## config.mk

```make
export PLATFORM = sky130hd
export DESIGN_NAME = ncd_ctrl
export DESIGN_NICKNAME = d
export VERILOG_FILES = /design/src/design/ncd_pkg.sv /design/src/design/ncd_ctrl.sv
export SDC_FILE = /design/constraint.sdc
export NUM_CORES = 1
export LEC_CHECK = 0
export BUFFER_PORTS_ARGS = -buffer_cell sky130_fd_sc_hd__buf_4
export CAP_MARGIN = 20
export CORE_MARGIN = 2
export CORE_UTILIZATION = 49
export DETAILED_ROUTE_END_ITERATION = 16
export GPL_ROUTABILITY_DRIVEN = 0
export PLACE_DENSITY_LB_ADDON = 0.15
export SLEW_MARGIN = 20
export SYNTH_ARGS = -nofsm -noshare
export SYNTH_HDL_FRONTEND = slang
export SYNTH_SLANG_ARGS = --single-unit
```

## constraint.sdc

```tcl
create_clock -name clk_i -period 3.5 [get_ports clk_i]
set_input_delay 0.35 -clock clk_i [delete_from_list [all_inputs] [get_ports clk_i]]
set_output_delay 0.35 -clock clk_i [all_outputs]
set_load 0.01 [all_outputs]
```

## src/design/ncd_pkg.sv

```systemverilog
`timescale 1ns / 1ps
// ----------------------------------------------------------------------------
// ncd_pkg
// Shared types and constants of the nonuniform central difference block.
// ----------------------------------------------------------------------------
package ncd_pkg;

  typedef struct packed {
    logic [31:0]        sample_time;
    logic signed [31:0] position;
    logic               last_sample;
  } ncd_in_t;

  typedef struct packed {
    logic [31:0]        out_time;
    logic signed [31:0] out_position;
    logic signed [47:0] velocity;
    logic signed [47:0] acceleration;
    logic               bad_interval;
    logic               end_of_run;
  } ncd_out_t;

  localparam int unsigned NumW = 96;
  localparam int unsigned DenW = 33;
  localparam int unsigned CntW = 7;
  localparam logic [19:0] Usec = 20'd1000000;
  localparam logic [20:0] AccScale = 21'd2000000;
  localparam logic signed [47:0] S48Max = 48'sh7FFF_FFFF_FFFF;
  localparam logic signed [47:0] S48Min = 48'sh8000_0000_0000;

  typedef enum logic [3:0] {
    ST_IDLE, ST_VEL, ST_VP, ST_VA, ST_ACC_Q, ST_ACC_R, ST_FINISH, ST_EMIT
  } ncd_state_e;

  typedef enum logic [2:0] {
    DV_VEL, DV_VP, DV_VA, DV_ACC_Q, DV_ACC_R
  } ncd_div_e;

  typedef struct packed {
    logic     load_in;
    logic     start_div;
    ncd_div_e div_sel;
    logic     finish;
    logic [1:0] emit_sel;
    logic     shift_win;
  } ncd_cmd_t;

  typedef struct packed {
    logic div_busy;
    logic bad;
  } ncd_sts_t;

endpackage

```

## src/design/ncd_ctrl.sv

```systemverilog
`timescale 1ns / 1ps
// ----------------------------------------------------------------------------
// ncd_ctrl
// Sequencer: window fill, divide schedule and result emission.
// ----------------------------------------------------------------------------
module ncd_ctrl (
  input  logic              clk_i,
  input  logic              rst_ni,
  input  logic              in_valid,
  output logic              in_stall,
  input  logic              in_last_i,
  output logic              out_valid,
  input  logic              out_stall,
  output logic              zero_o,
  output logic              end_o,
  output ncd_pkg::ncd_cmd_t cmd_o,
  input  ncd_pkg::ncd_sts_t sts_i
);
  import ncd_pkg::*;

  ncd_state_e state_q, state_d;
  logic [1:0] fill_q, fill_d;
  logic [1:0] sel_q, sel_d;
  logic [1:0] stop_q, stop_d;
  logic       zero_q, zero_d;
  logic       started_q, started_d;
  logic       lastin_q;
  logic       acc_in;

  assign in_stall  = (state_q != ST_IDLE);
  assign out_valid = (state_q == ST_EMIT);
  assign acc_in    = in_valid && !in_stall;

  always_ff @(posedge clk_i or negedge rst_ni) begin
    if (!rst_ni) begin
      state_q <= ST_IDLE; fill_q <= '0; sel_q <= '0; stop_q <= '0;
      zero_q <= 1'b0; started_q <= 1'b0;
    end else begin
      state_q <= state_d; fill_q <= fill_d; sel_q <= sel_d; stop_q <= stop_d;
      zero_q <= zero_d; started_q <= started_d;
    end
  end

  always_ff @(posedge clk_i or negedge rst_ni) begin
    if (!rst_ni) lastin_q <= 1'b0;
    else if (acc_in) lastin_q <= in_last_i;
  end

  always_comb begin
    state_d = state_q; fill_d = fill_q; sel_d = sel_q; stop_d = stop_q;
    zero_d = zero_q; started_d = 1'b0;
    cmd_o = '0;
    cmd_o.emit_sel = sel_q;
    case (state_q)
      ST_IDLE: begin
        if (acc_in) begin
          cmd_o.load_in = 1'b1;
          case (fill_q)
            2'd0: begin
              if (in_last_i) begin
                zero_d = 1'b1; sel_d = 2'd2; stop_d = 2'd2; state_d = ST_EMIT;
              end else begin
                cmd_o.shift_win = 1'b1; fill_d = 2'd1;
              end
            end
            2'd1: begin
              if (in_last_i) begin
                zero_d = 1'b1; sel_d = 2'd1; stop_d = 2'd2; state_d = ST_EMIT;
              end else begin
                cmd_o.shift_win = 1'b1; fill_d = 2'd2;
              end
            end
            default: begin
              zero_d = 1'b0; state_d = ST_VEL; started_d = 1'b1;
            end
          endcase
        end
      end
      ST_VEL, ST_VP, ST_VA, ST_ACC_Q, ST_ACC_R: begin
        case (state_q)
          ST_VEL:   cmd_o.div_sel = DV_VEL;
          ST_VP:    cmd_o.div_sel = DV_VP;
          ST_VA:    cmd_o.div_sel = DV_VA;
          ST_ACC_Q: cmd_o.div_sel = DV_ACC_Q;
          default:  cmd_o.div_sel = DV_ACC_R;
        endcase
        if (sts_i.bad) begin
          state_d = ST_FINISH;
        end else if (started_q) begin
          cmd_o.start_div = 1'b1;
        end else if (!sts_i.div_busy) begin
          cmd_o.finish = 1'b1;
          started_d = 1'b1;
          case (state_q)
            ST_VEL:   state_d = ST_VP;
            ST_VP:    state_d = ST_VA;
            ST_VA:    state_d = ST_ACC_Q;
            ST_ACC_Q: state_d = ST_ACC_R;
            default: begin
              state_d = ST_FINISH; started_d = 1'b0;
            end
          endcase
        end
      end
      ST_FINISH: begin
        sel_d = (fill_q == 2'd2) ? 2'd0 : 2'd1;
        stop_d = lastin_q ? 2'd2 : 2'd1;
        state_d = ST_EMIT;
      end
      ST_EMIT: begin
        if (!out_stall) begin
          if (sel_q == stop_q) begin
            state_d = ST_IDLE;
            if (stop_q == 2'd2) fill_d = 2'd0;
            else begin
              fill_d = 2'd3; cmd_o.shift_win = 1'b1;
            end
          end else begin
            sel_d = sel_q + 2'd1;
          end
        end
      end
      default: state_d = ST_IDLE;
    endcase
  end

  assign zero_o = zero_q;
  assign end_o  = (sel_q == 2'd2) && lastin_q;

`ifndef SYNTH
  a_no_in_busy: assert property (@(posedge clk_i) disable iff (!rst_ni)
    state_q != ST_IDLE |-> in_stall) else $error("input taken while busy");
  a_emit_idle_div: assert property (@(posedge clk_i) disable iff (!rst_ni)
    state_q == ST_EMIT |-> !sts_i.div_busy) else $error("divider busy at emit");
  a_sel_range: assert property (@(posedge clk_i) disable iff (!rst_ni)
    state_q == ST_EMIT |-> sel_q <= stop_q) else $error("emit index past end");
`endif

endmodule

```

==> impl_metrics.tcl, run 1 <==
set metrics [dict create \
    insertion_delay_ps 290 \
    min_period_ps 2070 \
    tightest_slew_ps 491 \
    crit_family "flip-flops" \
    relSlewSlack_pct 67.2 \
    drt_iter0_markers 33 \
    syn_area_per_cell_um2 8.69 \
    top_layer "met4" \
    cap_violations 0 \
    yosysSeqAreaShare_pct 36.8 \
    cts_root_buf "clkbuf_4" \
    dp_hpwl_um 1480 \
    period_share_pct 59.0 \
    cts_made_buffers 3 \
    wl_um 2040 \
    r2r_start "state_q[0]" \
    grt_max_degree 15 \
    synth_fp_nets 102 \
    ys_types 38 \
    dr_wl_met2_um 894 \
    ant_nets 0 \
    place_inst 126 \
    die_w_um 44.8 \
    grt_overflow 0 \
    wl_per_cell_um 15.5 \
    ios 20 \
    antenna_found_initial 0 \
    yosys_warnings 0 \
    drive_above_1_share_pct 26.1 \
    nets 124 \
    area_growth_pct 23.6 \
    cts.sinks 12 \
    drv_slew 0 \
    required_ps 3150 \
    cp-start-kind "flop" \
    cp.arrival_ps 1720 \
    dr_total_vias 818 \
    crit_buf_inv 1 \
    final_util_pct 65.5 \
    tns_ps 0 \
    critical-path-slowest-cell "dfrtp_1" \
    synthFlopType "dfrtp_1" \
    crit_fanout 14 \
    drc 0 \
    startpoint "state_q[2]" \
    worstSetupPathType "reg -> out" \
    fillers 125 \
    rsz0062_at_grt "no" \
    r2r_slack_ps 1640 \
    powerDensity_mw_per_mm2 978 \
    ir_drop_v 0.000578 \
    synth-edff-count 0 \
    met3_length_um 183 \
    die_h_um 44.8 \
    port_buffers 19 \
    syn_area_um2 817 \
    grt_pass1_wl_um 3480 \
    coreArea_mm2 0.00154 \
    setup_viol 0 \
    hold_path_class "in -> reg" \
    hp-start "in_last_i" \
    n_antenna_cell 0 \
    cts_buffer_depth 2 \
    postCtsSetupBuffers 0 \
    rows 14 \
    crit_chain "nor3_4 > nand2_1 > o21ai_0 > buf_4" \
    vias_per_cell 6.24 \
    grt_pass1_vias 713 \
    cp-end-kind "primary output" \
    dr.pass1.iters 4 \
    htreeDepth 1 \
    async_reset_ff_share_pct 100 \
    synth_cells 94 \
    final_hold_viol_count 0 \
    synth_seq_cells 12 \
    clock_skew_ps 5.61 \
    initial_core_util_pct 53.0 \
    p_leak_nw 0.454 \
    cts_tree "yes" \
    die-area_mm2 0.00201 \
    grt_use_total_pct 24.2 \
    fmax_mhz 484 \
    m1WireLength_um 908 \
    final_cells 131 \
    clkTransAtPathRegs_ps 90 \
    status "completed" \
    crit_path_max_incr_delay_ps 560 \
]
-- cells in the final DEF, fill, tap and decap left out, drive strengths merged, types with 2 or more instances in the layout --
master / synthesis / layout
a21oi: 5 / 5
nand2: 7 / 7
inv: 7 / 7
nor4b: 3 / 3
nand3: 3 / 3
nor2: 13 / 13
and2: 3 / 3
mux2: 2 / 2
buf: 2 / 19
mux2i: 3 / 3
o21ai: 6 / 6
o22ai: 2 / 2
dfrtp: 12 / 12
a31oi: 2 / 2
nor3: 5 / 5
xor2: 2 / 2
clkbuf: 1 / 4
-- flip-flops by register name, summed over array words and instances (netlist names) --
register,count
sel_q,2
state_q,3
started_q,1
fill_q,2
stop_q,2
zero_o,1
lastin_q,1
-- path summary, 6_finish.rpt --
| check | endpoint | cells past startpoint |
|---|---|---|
| min reg2reg | stop_q[0] | 1 |
| max | cmd_o[0] | 4 |
| min in group asynchronous | state_q[0] | 2 |
| max reg2reg | state_q[1] | 6 |
| max in group asynchronous | lastin_q | 2 |
| min | lastin_q | 2 |
-- routing by layer --
metal | vias to the layer above | global-route usage (%)
met5 | - | 0
met4 | 0 | 11.8
met3 | 7 | 5.20
met2 | 42 | 34.5
met1 | 380 | 34.7
li1 | 389 | -
-- power by group --
group | internal [mW] | switching (mW) | leakage, nW | total, mW
Clock | 0.0635 | 0.0569 | 0.0210 | 0.120
Combinational | 0.262 | 0.284 | 0.289 | 0.546
Sequential | 0.205 | 0.116 | 0.144 | 0.321
-- logic make-up (layout without fill, tap and decap cells) --
family                   after synthesis  in the layout  synth area share, %
AO/OA/AOI/OAI                         24             24                 21.1
multiplexers                           5              5                 6.43
XOR/XNOR                               3              3                 3.22
AND/OR/NAND/NOR                       39             39                 25.7
buffers and inverters                 10             31                 5.21
adder cells (fa/ha/maj)                1              1                 1.53
flip-flops                            12             12                 36.8
-- layout make-up --
| class | count | area (µm²) | area share, % |
|---|---|---|---|
| Multi-Input combinational cell | 72 | 474 | 47.0 |
| Sequential cell | 12 | 300 | 29.7 |
| Timing Repair Buffer | 20 | 153 | 15.1 |
| Clock buffer | 4 | 36.3 | 3.59 |
| Inverter | 7 | 26.3 | 2.60 |
| Tap cell | 16 | 20.0 | 1.98 |
-- Yosys cell counts (2+ instances only) --
master	n	area, µm²
nor3_1	4	20.0
a21oi_1	5	25.0
xor2_1	2	17.5
mux2i_1	3	30.0
mux2_2	2	22.5
nor2_1	13	48.8
and2_1	2	12.5
o22ai_1	2	12.5
nand3_1	2	10.0
o21ai_0	6	30.0
nand2_1	7	26.3
dfrtp_1	12	300
inv_1	6	22.5
nor4b_1	3	26.3
a31oi_1	2	12.5
-- metrics by stage --
stage	setup slack (ps)	hold WS [ps]	area, µm²	power [mW]
2_1_floorplan	1930	54.4	817	0.690
3_3_place_gp	1680	199	963	0.854
3_5_place_dp	1670	201	963	0.858
4_1_cts	1450	366	1010	0.983
5_1_grt	1260	363	1010	1.07
6_report	1430	361	1010	0.987
-- timing repair --
item	CTS	global route
gates resized for setup	0	0
endpoints found under the hold margin	12	0
hold buffers	1	0
Note: power is estimated with default switching activity, not from simulation.
==> inputs of run 2 (changes only) <==
- ABC_AREA: default -> 1
- CORE_ASPECT_RATIO: default -> 0.75
- clock period: 3.5 -> 2 ns (I/O delays scaled with it)
==> run 2 against run 1 <==
Against the previous run:
- register-to-register slack lost 1100 ps
- sequential power rose by 70%
- non-clock buffer count stayed put
- setup slack lost 1300 ps
- final cell count up 36%
- critical path depth rose by 1
- via count rose by 17%
- combinational power grew to 2.5 times the previous value
- utilization decreased by 0.79 points
- synthesized area is 15% higher
- count of clock-buffer cells in the layout did not move
==> impl_metrics.tcl, run 2 <==
set metrics [dict create \
    status "completed" \
    grt_pass1_wl_um 3970 \
    layout_commonest_cell "nand2_1" \
    cts_buffer_depth 2 \
    cts.sinks 12 \
    cp-start-kind "flop" \
    ios 20 \
    worstHoldEndpoint "lastin_q" \
    yosysMostFrequentCell "nand2_1" \
    hold_path_class "in -> reg" \
    startpoint "state_q[0]" \
    drc 0 \
    r2r_slack_ps 580 \
    synth_seq_cells 12 \
    port_buffers 19 \
    htreeDepth 1 \
    rr_endpoint "fill_q[1]" \
    relSlewSlack_pct 79.0 \
    fmax_mhz 546 \
    dr.pass1.iters 4 \
    die_w_um 54.6 \
    final_cells 178 \
    syn_area_um2 941 \
    powerDensity_mw_per_mm2 1860 \
    combPwrFrac_pct 64.8 \
    ys_types 30 \
    cts_made_buffers 3 \
    worstSetupPathType "reg -> out" \
    hp-start "in_last_i" \
    cap_violations 0 \
    clockPowerShare_pct 9.7 \
    min_path_cells 3 \
    clock_skew_ps 0.888 \
    nets 165 \
    crit_fanout 7 \
    die-area_mm2 0.00229 \
    synthTopCellsByArea "dfrtp_1 32%, nand2_1 18%, inv_1 5.6%, nand3_1 4.8%, nor2_4 3.6%" \
    cp-end-kind "primary output" \
    rr_worst_depth 8 \
    wl_per_cell_um 12.6 \
    p_leak_nw 0.633 \
    rsz0062_at_grt "no" \
    final_cell_mix "46 x nand2_1, 19 x buf_4, 14 x inv_1" \
    crit_buf_inv 2 \
    coreArea_mm2 0.00177 \
    seqPwrFrac_pct 25.5 \
    area_growth_pct 21.9 \
    fillers 162 \
    p_sw_share_pct 52.3 \
    ant_nets 0 \
    setup_viol 0 \
    period_share_pct 91.6 \
    r2r_start "state_q[0]" \
    clkTransAtPathRegs_ps 80 \
    crit_family "flip-flops" \
    crit_chain "nand3_2 > clkinv_2 > o21ai_2 > o31ai_1 > buf_4" \
    cts_tree "yes" \
    async_reset_ff_share_pct 100 \
    synth_fp_nets 141 \
    ir_drop_v 0.000990 \
    min_period_ps 1830 \
    required_ps 1800 \
    initial_core_util_pct 53.1 \
    postCtsSetupBuffers 0 \
    top_register "state_q" \
    largest_reg_flops 3 \
    wl_um 2250 \
    regArea_um2 302 \
    tns_ps 0 \
    syn_area_per_cell_um2 7.07 \
    yosys_warnings 0 \
    grt_pass1_vias 889 \
    insertion_delay_ps 290 \
    p_int_mw 1.02 \
    rows 13 \
    yosysSeqAreaShare_pct 31.9 \
    n_antenna_cell 0 \
    synthFlopType "dfrtp_1" \
    drv_slew 0 \
    place_inst 173 \
    p_sw_mw 1.12 \
    grt_max_degree 13 \
    cts_root_buf "clkbuf_4" \
    grt_overflow 0 \
    antenna_found_initial 0 \
    critical-path-slowest-cell "dfrtp_1" \
    synth_common_cells "46 x nand2_1, 14 x inv_1, 12 x dfrtp_1, 9 x nand3_1, 8 x nor2_1" \
    drt_iter0_markers 30 \
    synth-edff-count 0 \
    final_hold_viol_count 0 \
    cp.arrival_ps 1630 \
    vias_per_cell 5.40 \
    dr_total_vias 961 \
    yosysTopAreaCellShare_pct 31.9 \
    multi_input_area_um2 548 \
    tightest_slew_ps 315 \
    dp_hpwl_um 1820 \
    grt_use_total_pct 24.0 \
    crit_path_max_incr_delay_ps 530 \
    die_h_um 42.0 \
    drive_above_1_share_pct 30.1 \
    synth_cells 133 \
    yosys.area.top_type "dfrtp_1" \
]
[run 2: cell types whose count changed in the layout (fill, tap and decap cells not counted), moves of 4 or more]
cell     previous run  this run
o21ai_0             6         2
nand2_1             7        46
nand4_1             0         4
inv_1               6        14
nand2_2             0         5
nand3_1             2         9
nor2_1             13         8
a21oi_1             5         1
[run 2: repair_timing]
item	4_1_cts	5_1_grt
endpoints found under the setup margin	0	1
resized for setup	0	1
hold buffers	1	0
endpoints found under the hold margin	12	0
[run 2: through the flow]
step | hold WS, ps | total power, mW | instance area [µm²] | setup WS, ps | util [%]
finish | 158 | 2.14 | 1150 | 168 | 64.7
detailed placement | 55.0 | 1.92 | 1100 | 448 | 62.0
floorplan | -95.6 | 1.55 | 941 | 614 | -
global route | 177 | 2.35 | 1150 | 3.35 | 64.7
global placement | 52.2 | 1.87 | 1100 | 515 | 62.0
CTS | 147 | 2.14 | 1150 | 121 | 64.6
[run 2: routing by layer]
metal | track usage [%] | up-vias | part of all wire, %
met5 | 0 | - | 0
met4 | 5.50 | 0 | 0.62
met3 | 7.55 | 4 | 4.3
met2 | 34.8 | 27 | 47
met1 | 34.3 | 454 | 48
li1 | - | 476 | -
[run 2: cell type report]
| cell class | instances | share of cell area (%) |
|---|---|---|
| clock buffers | 4 | 3.16 |
| well taps | 22 | 2.40 |
| repair buffers | 20 | 13.3 |
| flip-flops and latches | 12 | 26.3 |
| multi-input cells | 100 | 47.8 |
| inverters | 20 | 7.09 |
[run 2: worst max path at each step]
stage                          end  slack [ps]  cells after the start
after floorplan           cmd_o[0]         610                      4
after global placement    cmd_o[0]         520                      5
after detailed placement  cmd_o[0]         450                      5
after CTS                 cmd_o[0]         120                      5
after global routing      cmd_o[0]           3                      5
final                     cmd_o[0]         170                      5
[run 2: kinds of logic after synthesis]
family | synth area share, %
flops | 31.9
simple gates | 43.1
buf+inv | 9.84
xor+xnor | 1.86
compound gates | 12.0
fa+ha+maj | 1.33
[run 2: worst register-to-register path: cells and delay by family (launching register included)]
kind / cells / cell delay, ps
flops: 1 / 500
simple gates: 8 / 820
[run 2: power groups by stage]
stage | combinational (mW) | clock [mW] | sequential [mW]
6_report | 1.39 | 0.209 | 0.545
5_1_grt | 1.56 | 0.223 | 0.566
4_1_cts | 1.39 | 0.217 | 0.540
3_5_place_dp | 1.37 | 0 | 0.544
3_3_place_gp | 1.34 | 0 | 0.537
2_1_floorplan | 1.05 | 0 | 0.501
